--- config.mk ---
export PLATFORM = sky130hd
export DESIGN_NAME = esn_ram
export DESIGN_NICKNAME = d
export VERILOG_FILES = /design/src/rtl/esn_ram.sv
export SDC_FILE = /design/constraint.sdc
export NUM_CORES = 1
export LEC_CHECK = 0
export ABC_CLOCK_PERIOD_IN_PS = 3100
export BUFFER_PORTS_ARGS = -buffer_cell sky130_fd_sc_hd__buf_2
export CORE_ASPECT_RATIO = 1.25
export CORE_MARGIN = 3
export CORE_UTILIZATION = 47
export DETAILED_ROUTE_END_ITERATION = 10
export PLACE_DENSITY = 0.61
export RECOVER_POWER = 100
export SLEW_MARGIN = 10
export SYNTH_ARGS = -nofsm -noshare
export SYNTH_HDL_FRONTEND = slang
export SYNTH_SLANG_ARGS = --single-unit
--- constraint.sdc ---
create_clock -name clk -period 3.1 [get_ports clk]
set_clock_uncertainty 0.15 [all_clocks]
set_input_delay 0.155 -clock clk [delete_from_list [all_inputs] [get_ports clk]]
set_output_delay 0.155 -clock clk [all_outputs]
set_load 0.1 [all_outputs]
--- src/rtl/esn_ram.sv ---
// generic single write port, single read port ram with registered read
// no dependencies

module esn_ram #(
  parameter int unsigned WIDTH = 16,
  parameter int unsigned DEPTH = 64
) (
  input  logic                                  clk,
  input  logic                                  we,
  input  logic [(DEPTH > 1 ? $clog2(DEPTH) : 1)-1:0] waddr,
  input  logic [WIDTH-1:0]                      wdata,
  input  logic                                  re,
  input  logic [(DEPTH > 1 ? $clog2(DEPTH) : 1)-1:0] raddr,
  output logic [WIDTH-1:0]                      rdata
);

  logic [WIDTH-1:0] mem [DEPTH];

  always_ff @(posedge clk) begin
    if (we) begin
      mem[waddr] <= wdata;
    end
    if (re) begin
      rdata <= mem[raddr];
    end
  end

endmodule

---- Word-level counts from Yosys, hierarchy flattened ----
Memory sizes are Yosys's and may differ from the RTL's. A register that Yosys moved wholly into a read port is not among the register bits.
Cells that the tools add are included.
cells by class
  multiplexer cells ....................... 2
operator list
  cell     count
  $mux W1  2
storage, ports and cells
  register bits ........................... 0
  output and inout bits ................... 16
  word-level logic and storage cells ...... 3
  memories ................................ 1
  bits in writable memories ............... 1024
memories
  memory  words  bits a word  read ports  clocked after Yosys merged registers in  write ports  line  text
  mem     64     16           1           1                                        1            17    logic [WIDTH-1:0] mem [DEPTH];

---- Depth between registers and ports, before layout ----
  depth in word-level cells ............... 2
  gate-level depth with buffers ........... 10
  mapped depth without buffers ............ 5

---- Least setup slack after synthesis ----
Ideal clock, no wire load.
  path type ............................... input to register
  from .................................... in waddr[3] (netlist name)
  to ...................................... mem mem[48][0], enable pin
  arrival ................................. 1781 ps
  library setup time ...................... 409 ps
  required time ........................... 2541 ps
  stages on the path ...................... 4
  buffers on the path ..................... 1
  path slack .............................. 760 ps
  path through ............................ clkbuf_1 -> nor2b_1 -> nand4b_1 -> nor3_1
RTL lines
  element      line  text
  from (decl)  10    input logic [(DEPTH > 1 ? $clog2(DEPTH) : 1)-1:0] waddr,
  to (decl)    17
No word-level cell before the write port.

==> qor.csv <==
metric;value;unit
status;finished with violations;
violated checks;max-capacitance violations, max-slew violations;
R2R Setup Slk;0.80;ns
post-route cell area;0.0455;mm²
min Tclk post-route;2.65;ns
critical path launch point type;input pin;
syn avg cell area;22.0;µm²
Fin. Hold Viols;0;
Async S/R FF share, synth;0;
GR Util met2;0.368;
met3 usage;0.0353;
switching power;0.00616;W
max-cap check violation count;15;
HP Start;waddr[4];
# DRC;0;
Post-Place Cells;3045;
Top Usage Layer GRT;met2;
Static Leakage;14.3;nW
clock latency on the worst-skew pair;0.66;ns
initial antenna violation count;9;
Cell Rows;119;
worst flop-to-flop path endpoint;rdata[5];
Initial Util;0.475;
First-pass DRT Iterations;5;
DR iter-0 viols;2057;
Tcrit/Tclk final;0.856;
most frequent cell after synthesis;edfxtp_1;
Synth Flop Type;edfxtp_1;
logic gate share of total power;0.057;
first-pass GRT wire length;142000;µm
Power Dens Cells;642;mW/mm²
GRT overflow;0;
Sequential Power Share;0.535;
Vias/cell;5.97;
Final Setup Violations;0;
num ports;47;
post-synthesis cell area;0.0402;mm²
Seq/Total Area, Yosys;0.777;
CP Capture Point;rdata[8];
Setup TNS;0;ns
RSZ-0062 raised after global routing;no;
Routed Antenna Nets;0;
WL/cell;30.2;µm
critical path data required time;3.33;ns
core area;0.0846;mm²
area fraction of the dominant cell type after synthesis;0.777;
pin count of the biggest net entering global routing;65;
RD Place Congestion;0.835;
total wire length;97600;µm
Root Buffer;clkbuf_16;
H-tree depth;3;
worst hold slack;0.0838;ns
Max Freq;0.377;GHz
worst rel slew slack;-0.863;
Placed Area;0.0426;mm²
# nets final;2091;
Synth warnings;0;
CTS tree;yes;
vias in the first global route;19800;
CTS Buffer Depth;3;
cts bufs inserted;96;
Slew Limit Fails;735;
Die ar.;0.0891;mm²
CTS Sinks;1040;
dominant cells by area after synthesis;edfxtp_1, mux4_2, mux2i_1;
CP arrival;2.89;ns
GR Layer Usage met1;0.304;
Max FO, Critical Path;35;
fin cells;3231;
GRT Resource Usage Total;0.222;
detailed-route via count;19300;
Mapped Cells;1829;
Clock Pin Slew Worst Setup and Hold Paths;0.06;ns
post-synthesis register bit count;1040;
Max VDD drop;0.409;mV
Sw Ratio;0.211;
syn nets;1860;
crit path capture type;register;
post-cts sizing count;0;
Post-DP HPWL;60800;µm
Synth cell types;42;
Setup Fix Bufs, Post-CTS;0;
Slew @ Worst Pin;2.79;ns
Min-Delay Path Class;in2reg;
overall die height;333;µm
launching point of the worst reg2reg path;mem[20][5];
Post-synth EDFFs;1040;
synth cell count leaders;edfxtp_1, mux4_2, mux2i_1;
CP Launch Point;raddr[0];
crit path kind;in2reg;
Worst Reg-to-Reg Cells;5;
share of cells above drive strength 1;0.243;
chip width;268;µm
leading area contributor after synthesis;edfxtp_1;
P_int;0.0231;W
area growth from synthesis to layout;13.3;%
clock network power share;0.408;
port buffer count;46;
-- through the flow --
stage / setup WS, ns / utilization / power [W]
floorplan: 0.760 / - / 0.0169
global placement: 0.0448 / 0.504 / 0.0176
detailed placement: 0.0528 / 0.504 / 0.0176
CTS: 0.753 / 0.542 / 0.0295
global route: 0.353 / 0.538 / 0.0301
finish: 0.446 / 0.538 / 0.0293
-- placed cells by master (no fill, tap or decap), types with 6 or more instances in the layout --
master	n
a211oi_1	8
a211o_1	8
a31oi_1	8
clkinv_1	16
mux2i_1	85
clkbuf_2	8
a221o_1	6
buf_4	91
clkinv_2	16
a22oi_1	39
bufinv_16	12
nand4_1	12
mux2_2	27
clkbuf_1	129
buf_12	12
nor2b_1	29
a21oi_1	17
nor2_1	71
mux4_2	220
clkbuf_16	100
a221oi_1	16
a22o_1	6
edfxtp_1	1040
nand3_1	24
nand2_1	59
a311oi_1	8
buf_2	12
-- state kept, by name, indices dropped and copies added, names as in the netlist --
name,count
mem,1024
rdata,16
-- layout make-up --
class                           instances  area [µm²]
Sequential cell                      1040       31200
Tap cell                             1089        1360
Clock buffer                          123        2590
Fill cell                            6449       39000
Clock inverter                         54         593
Antenna cell                            3        7.51
Timing Repair Buffer                  237        1510
Multi-Input combinational cell        685        8240
-- power by group through the flow --
| stage | Combinational (W) | Sequential, W | Clock, W |
|---|---|---|---|
| finish | 0.00165 | 0.0157 | 0.0119 |
| global route | 0.00175 | 0.0157 | 0.0127 |
| CTS | 0.00169 | 0.0156 | 0.0122 |
| detailed placement | 0.00169 | 0.0159 | 0 |
| global placement | 0.00166 | 0.0159 | 0 |
| floorplan | 0.000806 | 0.0161 | 0 |
-- timing repair --
item	in CTS	in global routing
hold endpoints to repair	84	14
hold buffers	4	1
endpoints found under the setup margin	0	0
-- worst max-delay path: stages --
cell and delay [ns]:
buf_8 0.37, buf_12 0.26, clkbuf_2 0.43, mux4_2 0.57, mux2_2 0.34, a21oi_1 0.58, nor4_2 0.09
-- logic make-up (layout without fill, tap and decap cells) --
group,Yosys count,count (layout),share of synthesized area
DFF,1040,1040,0.777
buffers and inverters,104,414,0.0182
muxes,336,336,0.155
AOI/OAI and AO/OA,129,129,0.0240
and+or+nand+nor,220,220,0.0264
other,0,3,0
-- worst min-delay path by stage --
stage	slack [ns]	cells after the start	endpoint
final	0.08	3	mem[60][1]
after global routing	0.07	3	rdata[11]
after CTS	0.01	3	mem[10][6]
after detailed placement	0.56	1	rdata[9]
after global placement	0.56	1	rdata[12]
after floorplan	0.10	0	mem[0][0]
-- routing by layer --
metal,share of wire,wire [µm],vias to the layer above
li1,-,-,8155
met1,0.39,38300,10300
met2,0.51,49500,708
met3,0.070,6820,164
met4,0.031,3040,4
met5,0.00018,18,-
(Power assumes the default switching activity.)
